## config.mk

```make
export PLATFORM = sky130hd
export DESIGN_NAME = joystick_slew_arcade_mixer_flat
export DESIGN_NICKNAME = d
export VERILOG_FILES = /design/src/design/jsam_pkg.sv /design/src/design/jsam_if.sv /design/src/design/jsam_shape.sv /design/src/design/jsam_mix.sv /design/src/design/joystick_slew_arcade_mixer.sv /design/src/flat_wrapper.sv
export SDC_FILE = /design/constraint.sdc
export NUM_CORES = 1
export LEC_CHECK = 0
export ABC_AREA = 1
export BUFFER_PORTS_ARGS = -buffer_cell sky130_fd_sc_hd__buf_2
export CAP_MARGIN = 15
export CORE_MARGIN = 5
export CORE_UTILIZATION = 65
export DETAILED_ROUTE_END_ITERATION = 12
export GPL_TIMING_DRIVEN = 0
export PLACE_DENSITY = 0.83
export SYNTH_ARGS = -nofsm -noshare
export SYNTH_HDL_FRONTEND = slang
export SYNTH_SLANG_ARGS = --single-unit
```

## constraint.sdc

```tcl
create_clock -name clk -period 17.1 [get_ports clk]
set_input_delay 3.42 -clock clk [delete_from_list [all_inputs] [get_ports clk]]
set_output_delay 3.42 -clock clk [all_outputs]
set_load 0.02 [all_outputs]
```

## src/design/jsam_pkg.sv

```systemverilog
`default_nettype none
package jsam_pkg;

	localparam int AXIS_W = 8;
	localparam int STEP_W = 7;
	localparam int GAIN_W = 8;
	localparam int LEVEL_W = 15;
	localparam int CURVE_IDX_W = 7;
	localparam int CURVE_N = 128;
	localparam int CURVE_DIV = 127;
	localparam int CURVE_SCALE = 256;
	localparam int FRAC_W = 8;
	localparam int PROD_W = LEVEL_W + GAIN_W;
	localparam int TERM_W = PROD_W + 1;
	localparam int SUM_W = TERM_W + 1;
	localparam int MIX_SHIFT = 16;
	localparam int QUOT_W = SUM_W - MIX_SHIFT;
	localparam int CFG_INDEX_W = 8;
	localparam int CFG_DATA_W = 8;

	localparam logic [LEVEL_W-1:0] LEVEL_MAX = LEVEL_W'(32512);
	localparam logic signed [AXIS_W-1:0] DRIVE_MAX = 8'sd127;
	localparam logic signed [AXIS_W-1:0] DRIVE_MIN = -8'sd127;

	localparam logic [STEP_W-1:0] RISE_STEP_RESET = 7'd50;
	localparam logic [STEP_W-1:0] FALL_STEP_RESET = 7'd50;
	localparam logic [GAIN_W-1:0] TURN_GAIN_RESET = 8'd179;
	localparam logic REVERSE_MIX_RESET = 1'b0;

	typedef enum logic [CFG_INDEX_W-1:0] {
		CFG_RISE_STEP   = 8'd0,
		CFG_FALL_STEP   = 8'd1,
		CFG_TURN_GAIN   = 8'd2,
		CFG_REVERSE_MIX = 8'd3
	} cfg_index_t;

	typedef struct packed {
		logic [STEP_W-1:0] rise_step;
		logic [STEP_W-1:0] fall_step;
		logic [GAIN_W-1:0] turn_gain;
		logic reverse_mix;
	} cfg_t;

	typedef struct packed {
		logic [LEVEL_W-1:0] forward_level;
		logic [LEVEL_W-1:0] turn_level;
		logic fwd_neg;
		logic fwd_zero;
		logic turn_neg;
		logic turn_zero;
	} shaped_t;

	typedef logic [LEVEL_W-1:0] goal_t;
	typedef goal_t [CURVE_N-1:0] goal_table_t;

	function automatic goal_table_t make_goal_table();
		goal_table_t t;
		for (int i = 0; i < CURVE_N; i++) begin
			t[i] = LEVEL_W'((i * i * CURVE_SCALE) / CURVE_DIV);
		end
		return t;
	endfunction

	localparam goal_table_t GOAL_TABLE = make_goal_table();

endpackage
`default_nettype wire

```

## src/design/jsam_if.sv

```systemverilog
`default_nettype none
interface jsam_in_if;
	logic valid;
	logic ready;
	logic signed [7:0] forward_axis;
	logic signed [7:0] left_turn_axis;
	logic signed [7:0] right_turn_axis;
	modport source(output valid, forward_axis, left_turn_axis, right_turn_axis, input ready);
	modport sink(input valid, forward_axis, left_turn_axis, right_turn_axis, output ready);
endinterface

interface jsam_out_if;
	logic valid;
	logic ready;
	logic signed [7:0] left_drive;
	logic signed [7:0] right_drive;
	modport source(output valid, left_drive, right_drive, input ready);
	modport sink(input valid, left_drive, right_drive, output ready);
endinterface

interface jsam_cfg_if;
	logic valid;
	logic ready;
	logic [7:0] index;
	logic [7:0] data;
	modport source(output valid, index, data, input ready);
	modport sink(input valid, index, data, output ready);
endinterface
`default_nettype wire

```

## src/design/jsam_shape.sv

```systemverilog
`default_nettype none
module jsam_shape
	import jsam_pkg::*;
(
	input  wire logic clk,
	input  wire logic arst_n,
	input  wire logic capture,
	input  wire logic advance,
	input  wire logic signed [AXIS_W-1:0] forward_axis,
	input  wire logic signed [AXIS_W-1:0] left_turn_axis,
	input  wire logic signed [AXIS_W-1:0] right_turn_axis,
	input  wire logic [STEP_W-1:0] rise_step,
	input  wire logic [STEP_W-1:0] fall_step,
	output shaped_t shaped
);

	logic signed [AXIS_W-1:0] fwd_s1;
	logic signed [AXIS_W-1:0] lx_s1;
	logic signed [AXIS_W-1:0] rx_s1;
	logic [LEVEL_W-1:0] forward_level_q;
	logic [LEVEL_W-1:0] turn_level_q;
	logic fwd_neg_q;
	logic fwd_zero_q;
	logic turn_neg_q;
	logic turn_zero_q;

	logic [AXIS_W-1:0] fwd_mag;
	logic [AXIS_W-1:0] lx_mag;
	logic [AXIS_W-1:0] rx_mag;
	logic signed [AXIS_W-1:0] turn_axis;
	logic [AXIS_W-1:0] turn_mag;
	logic [LEVEL_W-1:0] fwd_goal;
	logic [LEVEL_W-1:0] turn_goal;
	logic [LEVEL_W-1:0] up_step;
	logic [LEVEL_W-1:0] drop_step;
	logic [LEVEL_W-1:0] fwd_next;
	logic [LEVEL_W-1:0] turn_next;

	function automatic logic [AXIS_W-1:0] mag_of(input logic signed [AXIS_W-1:0] v);
		return v[AXIS_W-1] ? AXIS_W'(-v) : AXIS_W'(v);
	endfunction

	function automatic logic [CURVE_IDX_W-1:0] curve_index(input logic [AXIS_W-1:0] m);
		return m[AXIS_W-1] ? {CURVE_IDX_W{1'b1}} : m[CURVE_IDX_W-1:0];
	endfunction

	function automatic logic [LEVEL_W-1:0] slew(
		input logic [LEVEL_W-1:0] level,
		input logic [LEVEL_W-1:0] goal,
		input logic [LEVEL_W-1:0] up,
		input logic [LEVEL_W-1:0] down
	);
		logic [LEVEL_W-1:0] d;
		if (goal >= level) begin
			d = goal - level;
			return (d < up) ? goal : LEVEL_W'(level + up);
		end else begin
			d = level - goal;
			return (d < down) ? goal : LEVEL_W'(level - down);
		end
	endfunction

	always_ff @(posedge clk) begin
		if (capture) begin
			fwd_s1 <= forward_axis;
			lx_s1 <= left_turn_axis;
			rx_s1 <= right_turn_axis;
		end
	end

	always_comb begin
		fwd_mag = mag_of(fwd_s1);
		lx_mag = mag_of(lx_s1);
		rx_mag = mag_of(rx_s1);
		turn_axis = (rx_mag < lx_mag) ? lx_s1 : rx_s1;
		turn_mag = (rx_mag < lx_mag) ? lx_mag : rx_mag;
		fwd_goal = GOAL_TABLE[curve_index(fwd_mag)];
		turn_goal = GOAL_TABLE[curve_index(turn_mag)];
		up_step = {rise_step, FRAC_W'(0)};
		drop_step = {fall_step, FRAC_W'(0)};
		fwd_next = slew(forward_level_q, fwd_goal, up_step, drop_step);
		turn_next = slew(turn_level_q, turn_goal, up_step, drop_step);
	end

	always_ff @(posedge clk or negedge arst_n) begin
		if (!arst_n) begin
			forward_level_q <= '0;
			turn_level_q <= '0;
		end else if (advance) begin
			forward_level_q <= fwd_next;
			turn_level_q <= turn_next;
		end
	end

	always_ff @(posedge clk) begin
		if (advance) begin
			fwd_neg_q <= fwd_s1[AXIS_W-1];
			fwd_zero_q <= (fwd_s1 == '0);
			turn_neg_q <= turn_axis[AXIS_W-1];
			turn_zero_q <= (turn_axis == '0);
		end
	end

	assign shaped.forward_level = forward_level_q;
	assign shaped.turn_level = turn_level_q;
	assign shaped.fwd_neg = fwd_neg_q;
	assign shaped.fwd_zero = fwd_zero_q;
	assign shaped.turn_neg = turn_neg_q;
	assign shaped.turn_zero = turn_zero_q;

endmodule
`default_nettype wire

```

## src/design/jsam_mix.sv

```systemverilog
`default_nettype none
module jsam_mix
	import jsam_pkg::*;
(
	input  wire logic clk,
	input  wire logic load_terms,
	input  wire logic load_out,
	input  wire shaped_t shaped,
	input  wire logic [GAIN_W-1:0] turn_gain,
	input  wire logic reverse_mix,
	output logic signed [AXIS_W-1:0] left_drive,
	output logic signed [AXIS_W-1:0] right_drive
);

	logic signed [TERM_W-1:0] f_term_s3;
	logic signed [TERM_W-1:0] t_term_s3;
	logic signed [AXIS_W-1:0] left_q;
	logic signed [AXIS_W-1:0] right_q;

	logic [PROD_W-1:0] f_mag;
	logic [PROD_W-1:0] t_mag;
	logic signed [TERM_W-1:0] f_term;
	logic signed [TERM_W-1:0] t_term;
	logic signed [SUM_W-1:0] sum_plus;
	logic signed [SUM_W-1:0] sum_minus;

	function automatic logic signed [TERM_W-1:0] apply_dir(
		input logic [PROD_W-1:0] m,
		input logic neg,
		input logic zero
	);
		logic signed [TERM_W-1:0] p;
		p = $signed({1'b0, m});
		if (zero) begin
			return '0;
		end else if (neg) begin
			return -p;
		end else begin
			return p;
		end
	endfunction

	function automatic logic signed [AXIS_W-1:0] trunc_sat(input logic signed [SUM_W-1:0] s);
		logic signed [QUOT_W-1:0] q;
		q = QUOT_W'(s >>> MIX_SHIFT);
		if (s[SUM_W-1] && (s[MIX_SHIFT-1:0] != '0)) begin
			q = QUOT_W'(q + QUOT_W'(1));
		end
		if (q > QUOT_W'(DRIVE_MAX)) begin
			return DRIVE_MAX;
		end else if (q < QUOT_W'(DRIVE_MIN)) begin
			return DRIVE_MIN;
		end else begin
			return AXIS_W'(q);
		end
	endfunction

	always_comb begin
		f_mag = PROD_W'({shaped.forward_level, FRAC_W'(0)});
		t_mag = PROD_W'(shaped.turn_level * turn_gain);
		f_term = apply_dir(f_mag, shaped.fwd_neg, shaped.fwd_zero);
		t_term = apply_dir(t_mag, shaped.turn_neg, shaped.turn_zero);
	end

	always_ff @(posedge clk) begin
		if (load_terms) begin
			f_term_s3 <= f_term;
			t_term_s3 <= t_term;
		end
	end

	always_comb begin
		sum_plus = SUM_W'(f_term_s3) + SUM_W'(t_term_s3);
		sum_minus = SUM_W'(f_term_s3) - SUM_W'(t_term_s3);
	end

	always_ff @(posedge clk) begin
		if (load_out) begin
			left_q <= trunc_sat(reverse_mix ? sum_minus : sum_plus);
			right_q <= trunc_sat(reverse_mix ? sum_plus : sum_minus);
		end
	end

	assign left_drive = left_q;
	assign right_drive = right_q;

endmodule
`default_nettype wire

```

## src/design/joystick_slew_arcade_mixer.sv

```systemverilog
// Arcade drive mixer with slew-limited, squared stick response. One stick sample
// may be transferred in every clock cycle while the output is not stalled; its
// left and right drive commands pass through the input, level, term and output
// registers in that order before they appear on the output. The forward and
// turn levels are updated once as each sample leaves the input register, so
// back-to-back samples slew exactly one step apart. Configuration writes are
// always accepted and should be made only while no sample is in flight.
`default_nettype none
module joystick_slew_arcade_mixer
	import jsam_pkg::*;
(
	input  wire logic clk,
	input  wire logic arst_n,
	jsam_in_if.sink drive_in,
	jsam_out_if.source drive_out,
	jsam_cfg_if.sink cfg
);

	cfg_t cfg_q;
	shaped_t shaped;
	logic v_s1_q;
	logic v_s2_q;
	logic v_s3_q;
	logic out_v_q;
	logic adv_out;
	logic adv_s3;
	logic adv_s2;
	logic adv_s1;
	logic in_xfer;

	always_comb begin
		adv_out = !out_v_q || drive_out.ready;
		adv_s3 = !v_s3_q || adv_out;
		adv_s2 = !v_s2_q || adv_s3;
		adv_s1 = !v_s1_q || adv_s2;
		in_xfer = drive_in.valid && adv_s1;
	end

	assign drive_in.ready = adv_s1;
	assign cfg.ready = 1'b1;

	always_ff @(posedge clk or negedge arst_n) begin
		if (!arst_n) begin
			cfg_q.rise_step <= RISE_STEP_RESET;
			cfg_q.fall_step <= FALL_STEP_RESET;
			cfg_q.turn_gain <= TURN_GAIN_RESET;
			cfg_q.reverse_mix <= REVERSE_MIX_RESET;
		end else if (cfg.valid) begin
			unique case (cfg.index)
				CFG_RISE_STEP: cfg_q.rise_step <= cfg.data[STEP_W-1:0];
				CFG_FALL_STEP: cfg_q.fall_step <= cfg.data[STEP_W-1:0];
				CFG_TURN_GAIN: cfg_q.turn_gain <= cfg.data[GAIN_W-1:0];
				CFG_REVERSE_MIX: cfg_q.reverse_mix <= cfg.data[0];
				default: ;
			endcase
		end
	end

	always_ff @(posedge clk or negedge arst_n) begin
		if (!arst_n) begin
			v_s1_q <= 1'b0;
			v_s2_q <= 1'b0;
			v_s3_q <= 1'b0;
			out_v_q <= 1'b0;
		end else begin
			if (adv_s1) begin
				v_s1_q <= drive_in.valid;
			end
			if (adv_s2) begin
				v_s2_q <= v_s1_q;
			end
			if (adv_s3) begin
				v_s3_q <= v_s2_q;
			end
			if (adv_out) begin
				out_v_q <= v_s3_q;
			end
		end
	end

	jsam_shape u_shape (
		.clk(clk),
		.arst_n(arst_n),
		.capture(in_xfer),
		.advance(v_s1_q && adv_s2),
		.forward_axis(drive_in.forward_axis),
		.left_turn_axis(drive_in.left_turn_axis),
		.right_turn_axis(drive_in.right_turn_axis),
		.rise_step(cfg_q.rise_step),
		.fall_step(cfg_q.fall_step),
		.shaped(shaped)
	);

	jsam_mix u_mix (
		.clk(clk),
		.load_terms(v_s2_q && adv_s3),
		.load_out(v_s3_q && adv_out),
		.shaped(shaped),
		.turn_gain(cfg_q.turn_gain),
		.reverse_mix(cfg_q.reverse_mix),
		.left_drive(drive_out.left_drive),
		.right_drive(drive_out.right_drive)
	);

	assign drive_out.valid = out_v_q;

	a_level_range: assert property (@(posedge clk) disable iff (!arst_n)
		(shaped.forward_level <= LEVEL_MAX) && (shaped.turn_level <= LEVEL_MAX))
		else $error("drive level above full scale");

	a_level_hold: assert property (@(posedge clk) disable iff (!arst_n)
		!(v_s1_q && adv_s2) |=> $stable(shaped.forward_level) && $stable(shaped.turn_level))
		else $error("drive level moved without a sample leaving the input register");

	a_out_sat: assert property (@(posedge clk) disable iff (!arst_n)
		out_v_q |-> (drive_out.left_drive != -8'sd128) && (drive_out.right_drive != -8'sd128))
		else $error("drive command outside the saturated range");

	a_fill: assert property (@(posedge clk) disable iff (!arst_n)
		(v_s3_q && !out_v_q) |=> out_v_q)
		else $error("result did not advance into an empty output register");

endmodule
`default_nettype wire

```

## src/flat_wrapper.sv

```systemverilog
// flat-port wrapper written by rule: the top's interface ports become plain ports
module joystick_slew_arcade_mixer_flat import jsam_pkg::*;
  (clk, arst_n, drive_in_valid, drive_in_forward_axis, drive_in_left_turn_axis, drive_in_right_turn_axis, drive_in_ready, drive_out_valid, drive_out_left_drive, drive_out_right_drive, drive_out_ready, cfg_valid, cfg_index, cfg_data, cfg_ready);
  jsam_in_if drive_in_i ();
  jsam_out_if drive_out_i ();
  jsam_cfg_if cfg_i ();
  input  wire logic clk;
  input  wire logic arst_n;
  input wire logic [$bits(drive_in_i.valid)-1:0] drive_in_valid;
  input wire logic [$bits(drive_in_i.forward_axis)-1:0] drive_in_forward_axis;
  input wire logic [$bits(drive_in_i.left_turn_axis)-1:0] drive_in_left_turn_axis;
  input wire logic [$bits(drive_in_i.right_turn_axis)-1:0] drive_in_right_turn_axis;
  output wire logic [$bits(drive_in_i.ready)-1:0] drive_in_ready;
  output wire logic [$bits(drive_out_i.valid)-1:0] drive_out_valid;
  output wire logic [$bits(drive_out_i.left_drive)-1:0] drive_out_left_drive;
  output wire logic [$bits(drive_out_i.right_drive)-1:0] drive_out_right_drive;
  input wire logic [$bits(drive_out_i.ready)-1:0] drive_out_ready;
  input wire logic [$bits(cfg_i.valid)-1:0] cfg_valid;
  input wire logic [$bits(cfg_i.index)-1:0] cfg_index;
  input wire logic [$bits(cfg_i.data)-1:0] cfg_data;
  output wire logic [$bits(cfg_i.ready)-1:0] cfg_ready;
  assign drive_in_i.valid = drive_in_valid;
  assign drive_in_i.forward_axis = drive_in_forward_axis;
  assign drive_in_i.left_turn_axis = drive_in_left_turn_axis;
  assign drive_in_i.right_turn_axis = drive_in_right_turn_axis;
  assign drive_in_ready = drive_in_i.ready;
  assign drive_out_valid = drive_out_i.valid;
  assign drive_out_left_drive = drive_out_i.left_drive;
  assign drive_out_right_drive = drive_out_i.right_drive;
  assign drive_out_i.ready = drive_out_ready;
  assign cfg_i.valid = cfg_valid;
  assign cfg_i.index = cfg_index;
  assign cfg_i.data = cfg_data;
  assign cfg_ready = cfg_i.ready;
  joystick_slew_arcade_mixer u_core (.clk(clk), .arst_n(arst_n), .drive_in(drive_in_i), .drive_out(drive_out_i), .cfg(cfg_i));
endmodule
```

==> results of run 1 <==
[stage by stage]
stage          std cells  worst slack, ns  cell area [µm²]  util, %  total power (W)
2_1_floorplan       3197             9.60            21200        -          0.00309
3_3_place_gp        3701             9.10            22000     68.1          0.00381
3_5_place_dp        3704             8.84            22100     68.3          0.00395
4_1_cts             3736             8.78            22700     70.2          0.00439
5_1_grt             3736             7.97            22700     70.2          0.00491
6_report            3736             8.63            22700     70.2          0.00453
[report_power, final]
group	total (W)	internal [W]	switching, W
logic	0.00356	0.00116	0.00240
clock network	0.000395	0.000234	0.000161
registers	0.000575	0.000484	0.0000919
total	0.00453	0.00188	0.00265
[synth_stat cells (all sizes together) (2+ instances only)]
cell and n:
dfrtp 44, nor3b 4, a21boi 3, nor4 7
o21bai 9, o211ai 20, clkinv 3, ha 228
o311ai 2, o21ai 216, clkbuf 57, o221ai 5
buf 46, a211oi 12, xor2 69, o31ai 9
nor3 46, nor2 296, dfstp 11, nand2 827
and3 3, a21o 7, fa 83, edfxtp 84
a31oi 9, o21a 4, o22ai 6, a21oi 204
or2 4, nand3 266, a221oi 5, nand4 37
and2 3, o2111ai 3, nand3b 9, inv 526
xnor2 16
[routing by layer]
metal	vias to the layer above	global-route usage [%]	wire (µm)
li1	10500	-	-
met3	452	7.16	7370
met4	0	21.3	4420
met5	-	0	0
met2	1698	63.0	32400
met1	10600	47.7	26400
[worst min-delay path by stage]
stage	to	slack, ns	cells after the start
floorplan	u_core.u_shape.fwd_neg_q	0.43	0
global placement	u_core.drive_out.valid	0.46	2
detailed placement	u_core.drive_out.valid	0.45	2
CTS	u_core.drive_out.valid	0.47	2
global route	u_core.u_shape.fwd_neg_q	0.49	0
finish	u_core.v_s2_q	0.48	2
[state kept, by name, indices dropped and copies added, names as in the netlist, 8 cells and up]
register	cells
u_core.cfg_q	23
u_core.u_mix.f_term_s3	16
u_core.u_mix.left_drive	8
u_core.u_mix.right_drive	8
u_core.u_mix.t_term_s3	24
u_core.u_shape.forward_level_q	14
u_core.u_shape.fwd_s1	8
u_core.u_shape.lx_s1	8
u_core.u_shape.rx_s1	8
u_core.u_shape.turn_level_q	14
[cells by family after synthesis]
logic type | after synthesis | synth area share (%)
compound gates | 522 | 13.9
other cells | 1 | 0.0177
simple gates | 1506 | 30.9
fa+ha+maj | 311 | 21.3
buf+inv | 632 | 11.8
xor+xnor | 85 | 3.59
mux | 1 | 0.0532
flops | 139 | 18.5
[placed cells by master, fill, tap and decap left out, types with 7 or more instances in the layout]
cell type / n
sky130_fd_sc_hd__nand2_1: 793
sky130_fd_sc_hd__inv_1: 494
sky130_fd_sc_hd__nor2_1: 274
sky130_fd_sc_hd__nand3_1: 259
sky130_fd_sc_hd__ha_1: 228
sky130_fd_sc_hd__a21oi_1: 199
sky130_fd_sc_hd__o21ai_0: 181
sky130_fd_sc_hd__edfxtp_1: 84
sky130_fd_sc_hd__fa_1: 83
sky130_fd_sc_hd__buf_2: 82
sky130_fd_sc_hd__xor2_1: 67
sky130_fd_sc_hd__clkbuf_1: 57
sky130_fd_sc_hd__dfrtp_1: 44
sky130_fd_sc_hd__nor3_1: 42
sky130_fd_sc_hd__nand4_1: 37
sky130_fd_sc_hd__inv_2: 31
sky130_fd_sc_hd__nand2_2: 28
sky130_fd_sc_hd__o21ai_1: 26
sky130_fd_sc_hd__o211ai_1: 20
sky130_fd_sc_hd__buf_4: 17
sky130_fd_sc_hd__clkbuf_16: 17
sky130_fd_sc_hd__xnor2_1: 16
sky130_fd_sc_hd__nor2_2: 12
sky130_fd_sc_hd__a211oi_1: 11
sky130_fd_sc_hd__dfstp_2: 11
sky130_fd_sc_hd__nor2_4: 9
sky130_fd_sc_hd__a31oi_1: 9
sky130_fd_sc_hd__o21bai_1: 9
sky130_fd_sc_hd__o31ai_1: 9
sky130_fd_sc_hd__nand3b_1: 9
sky130_fd_sc_hd__o21ai_2: 8
sky130_fd_sc_hd__a21o_1: 7
sky130_fd_sc_hd__nor4_1: 7
[worst max-delay path: cells and delay by family (launching register included)]
family,cells,cell delay (ns)
and+or+nand+nor,19,2.46
AOI/OAI and AO/OA,12,2.46
adders and majority gates,5,1.50
buffers and inverters,9,1.06
xor gates and xnor gates,2,0.42
DFF,1,0.41
[final cells by class]
type	instances	area, µm²
tap	442	553
clock inverter	13	168
buffer	103	507
inverter	529	1990
timing repair buffer	65	373
multi-input combinational	2426	14800
fill	2608	9650
sequential	139	3910
clock buffer	19	443
==> results.ini, run 1 <==
[run_status]
outcome = finished clean

[setup_path]
critical_path_required_ns = 17.43
r2r-start = u_core.u_shape.lx_s1[1]
timing.rr.end = u_core.u_shape.turn_level_q[3]
cp_capture_point = u_core.u_shape.turn_level_q[3]
worst-setup-path-type = flop to flop
worst_path_largest_cell_delay_ns = 0.41
setup.worst_path.start_class = flop
crit_start = u_core.u_shape.lx_s1[1]
cp_max_fo = 11
path_common_cell = sky130_fd_sc_hd__nand2_1
r2r.worst_path.cells = 47
cpMaxStageDelayCell = sky130_fd_sc_hd__edfxtp_1
end_kind = flop
worst-r2r-setup-slack_ns = 8.63
arrival_ns = 8.80

[synthesis]
synth-edff-count = 84
synth_largest_area_cell = sky130_fd_sc_hd__nand2_1
synth_fp_nets = 3553
netlist_instances = 3197
synth_flop_cell = sky130_fd_sc_hd__edfxtp_1
async_s_r_ff_share_synth_pct = 39.6
syn_area_um2 = 21200
synth_seq_area_share_pct = 18.5
netlist-cell-type-count = 75
netlist_top_cells_area = sky130_fd_sc_hd__nand2_1 14%, sky130_fd_sc_hd__ha_1 13%, sky130_fd_sc_hd__edfxtp_1 12%
yosys_warnings = 0
synth_top_area_share_pct = 14.1
post_synthesis_sequential_element_count = 139
post_synthesis_area_per_instance_um2 = 6.62

[min_path]
hold_path_class = flop to flop
worstHoldStart = u_core.v_s1_q

[drt]
wl_per_cell_um = 18.9
drt_first_pass_iters = 11
drt_drc_violations_left = 0
drt_first_iter_violations = 3002
final_antenna_net_count = 0
postRouteWirelength_mm = 70.6
via_per_inst = 6.23
vias = 23300

[sta]
final-max-slew-violation-count = 0
rsz_0062_raised_after_global_routing = no
minimum_period_implied_by_the_final_worst_setup_slack_ns = 8.47
timing.final.crit_share_pct = 49.5
finalHoldViolations = 0
maxClockFrequency_ghz = 0.118
transition_time_at_the_pin_with_the_least_slew_margin_ns = 0.942
report.final.setup_viol = 0
setup_total_negative_slack_ns = 0
worst_rel_slew_slack_pct = 36.9
clock_skew_ns = 0.0172
final.hold.worst_slack_ns = 0.476

[clocking]
tritoncts = done
post_cts.resized_instances = 0
clk_latency_ns = 0.46
path_clk_slew_ns = 0.07
cts_num_sinks = 139
clockRootBuffer = sky130_fd_sc_hd__clkbuf_16
cts_h_tree_depth = 4
cts.hold.buffers_added = 0
cts_setup_buffers = 0
number_of_buffers_created_by_cts = 17
cts.path.max_buffers = 2

[global_routing]
grt_first_pass_wirelength_mm = 113
grt_antenna_before_repair = 0
grt_usage_pct = 38.4
vias_in_the_first_global_route = 22800
global_route.overflow_total = 0
grt_start_max_net_pins = 41

[finish]
num_antenna_cells = 0
drive_above_1_share_pct = 8.26
final_nets = 3637
layout-area-overhead-vs-synth_pct = 7.28

[pwr]
power.leakage_nw = 12.1
vdd_drop_max_uv = 148
total_power_per_unit_cell_area_nw_per_um2 = 199

[placed_design]
place.gp.congestion = 1.03
port-buffer-count = 62
half_perimeter_wire_length_after_placement_mm = 55.1

[floorplan]
die_width_um = 191
floorplan.die.height_um = 191
num_io_pins = 64
die-area_um2 = 36300
floorplan.initialDensity_pct = 65.4
core-area_um2 = 32400
num_rows = 66

[job]
drv.max_cap_violation_count = 0

Power figures use the tool's default switching activity.
==> inputs of run 2 (changes only) <==
clock period = 8.67 ns   (was 17.1 ns; I/O delays follow)
==> run 2 against run 1 <==
Against the previous run: clock power is 96% higher; sequential cell count stayed put; fmax is 4.6% higher; global-route usage stayed put; largest cell class unchanged; critical endpoint unchanged; register-to-register slack worse by 8.1 ns.
==> results.ini, run 2 (synthesis gave the netlist of run 1 again) <==
[placed_design]
place.gp.congestion = 1.03
half_perimeter_wire_length_after_placement_mm = 55.1
port-buffer-count = 62
post-place-cells = 3704
placed_cell_area_um2 = 22100
placement.setup.worst_slack_ns = 0.405

[sta]
setup_total_negative_slack_ns = 0
transition_time_at_the_pin_with_the_least_slew_margin_ns = 0.978
report.final.setup_viol = 0
worst_rel_slew_slack_pct = 34.5
maxClockFrequency_ghz = 0.123
finalHoldViolations = 0
final.hold.worst_slack_ns = 0.477
final-max-slew-violation-count = 0
clock_skew_ns = 0.0166
minimum_period_implied_by_the_final_worst_setup_slack_ns = 8.10
worst_slack_ns = 0.570
rsz_0062_raised_after_global_routing = no
timing.final.crit_share_pct = 93.4

[setup_path]
cpMaxStageDelayCell = sky130_fd_sc_hd__edfxtp_1
cp_max_fo = 11
critical_path_required_ns = 9.00
setup.worst_path.start_class = flop
worst_path_largest_cell_delay_ns = 0.41
end_kind = flop
path_common_cell = sky130_fd_sc_hd__nand2_1
arrival_ns = 8.43
worst-setup-path-type = flop to flop
worst-r2r-setup-slack_ns = 0.57

[clocking]
clk_latency_ns = 0.45
cts.path.max_buffers = 2
number_of_buffers_created_by_cts = 17
path_clk_slew_ns = 0.07
clockRootBuffer = sky130_fd_sc_hd__clkbuf_16
tritoncts = done
cts_num_sinks = 139
cts_h_tree_depth = 4

[floorplan]
floorplan.die.height_um = 191
num_rows = 66
floorplan.initialDensity_pct = 65.4
core-area_um2 = 32400
die_width_um = 191
die-area_um2 = 36300
num_io_pins = 64

[run_status]
outcome = finished clean

[finish]
n_fill_cell = 2600
largest-register = u_core.u_mix.t_term_s3
num_antenna_cells = 0
total_non_filler_cell_area_in_the_finished_layout_um2 = 22700
layout.cells.most_common_list = 792 x sky130_fd_sc_hd__nand2_1, 493 x sky130_fd_sc_hd__inv_1, 274 x sky130_fd_sc_hd__nor2_1
layout_top_registers = u_core.u_mix.t_term_s3 (24), u_core.cfg_q (23), u_core.u_mix.f_term_s3 (16)
most_common_library_cell_in_the_layout_ignoring_fill_and_taps = sky130_fd_sc_hd__nand2_1
layout-area-overhead-vs-synth_pct = 7.41
layout.area.seq_um2 = 3910
layout.cells.non_filler = 3737
flip_flop_count_of_the_largest_register_all_copies_and_words_added = 24
final_nets = 3638
drive_above_1_share_pct = 8.41
multi_input_comb_area_um2 = 14800

[global_routing]
grt_first_pass_wirelength_mm = 113
grt_antenna_before_repair = 0
grt_start_max_net_pins = 41
global_route.overflow_total = 0
vias_in_the_first_global_route = 22800
grt_usage_pct = 38.4

[drt]
drt_drc_violations_left = 0
drt_first_iter_violations = 3053
met2WireLength_mm = 32.3
wl_met1_mm = 26.1
vias = 23200
final_antenna_net_count = 0
postRouteWirelength_mm = 70.5
via_per_inst = 6.21
dr_wl_met3_mm = 7.60
highest_layer = met4
wl_per_cell_um = 18.9
drt_first_pass_iters = 7

[min_path]
hold_path_class = flop to flop

[pwr]
power.leakage_nw = 12.1
power.share.combinational_pct = 78.7
internal-power_w = 0.00373
power.share.sequential_pct = 12.6
vdd_drop_max_uv = 269
clock_power_share_pct = 8.6
total_power_per_unit_cell_area_nw_per_um2 = 395
netSwitchingPower_w = 0.00525
switching_share_pct = 58.5

[job]
drv.max_cap_violation_count = 0

-- run 2: changes by cell type in the layout (fill, tap and decap cells not counted), sizes merged --
cell	before	now
buf	111	112
-- run 2: critical path, delay by kind of cell (launching register included) --
family	cells	cell delay [ns]
AND/OR/NAND/NOR	19	2.30
XOR/XNOR	2	0.43
flip-flops	1	0.41
buffers and inverters	9	1.07
adder cells (fa/ha/maj)	5	1.44
AO/OA/AOI/OAI	12	2.31
-- run 2: per-layer routing --
layer,global-route usage (%),vias to the layer above
met5,0,-
met2,63.0,1709
met1,47.7,10500
li1,-,10500
met4,21.3,0
met3,7.16,449
-- run 2: worst paths after layout --
check / start / to / cells past startpoint
setup / recovery: u_core.u_shape.lx_s1[1] / u_core.u_shape.turn_level_q[3] / 47
hold / removal: u_core.v_s1_q / u_core.v_s2_q / 2
setup reg to reg: u_core.u_shape.lx_s1[1] / u_core.u_shape.turn_level_q[3] / 47
hold reg to reg: u_core.v_s1_q / u_core.v_s2_q / 2
max in group asynchronous: arst_n / u_core.cfg_q[17] / 2
min in group asynchronous: arst_n / u_core.u_shape.turn_level_q[3] / 1
-- run 2: area by class of cell --
class                   count  share of cell area [%]
repair buffers             66                    1.67
clock inverters            13                   0.737
inverters                 529                    8.74
flip-flops and latches    139                    17.2
well taps                 442                    2.43
plain buffers             103                    2.23
multi-input cells        2426                    65.0
clock buffers              19                    1.95
-- run 2: power by group through the flow --
stage / registers (W) / clock network, W / logic, W
floorplan: 0.00112 / 0 / 0.00498
finish: 0.00113 / 0.000775 / 0.00707
CTS: 0.00112 / 0.000776 / 0.00676
detailed placement: 0.00113 / 0 / 0.00666
global route: 0.00114 / 0.000806 / 0.00780
global placement: 0.00112 / 0 / 0.00639
-- run 2: repair_timing --
| action | CTS | global route |
|---|---|---|
| buffers inserted | 0 | 1 |
| hold buffers | 0 | 0 |
| gates resized for setup | 0 | 6 |
| setup endpoints to repair | 0 | 13 |
-- run 2: metrics by stage --
step	utilization, %	power [W]
after global placement	68.1	0.00751
after detailed placement	68.3	0.00779
final	70.3	0.00898
after floorplan	-	0.00610
after global routing	70.3	0.00975
after CTS	70.2	0.00866
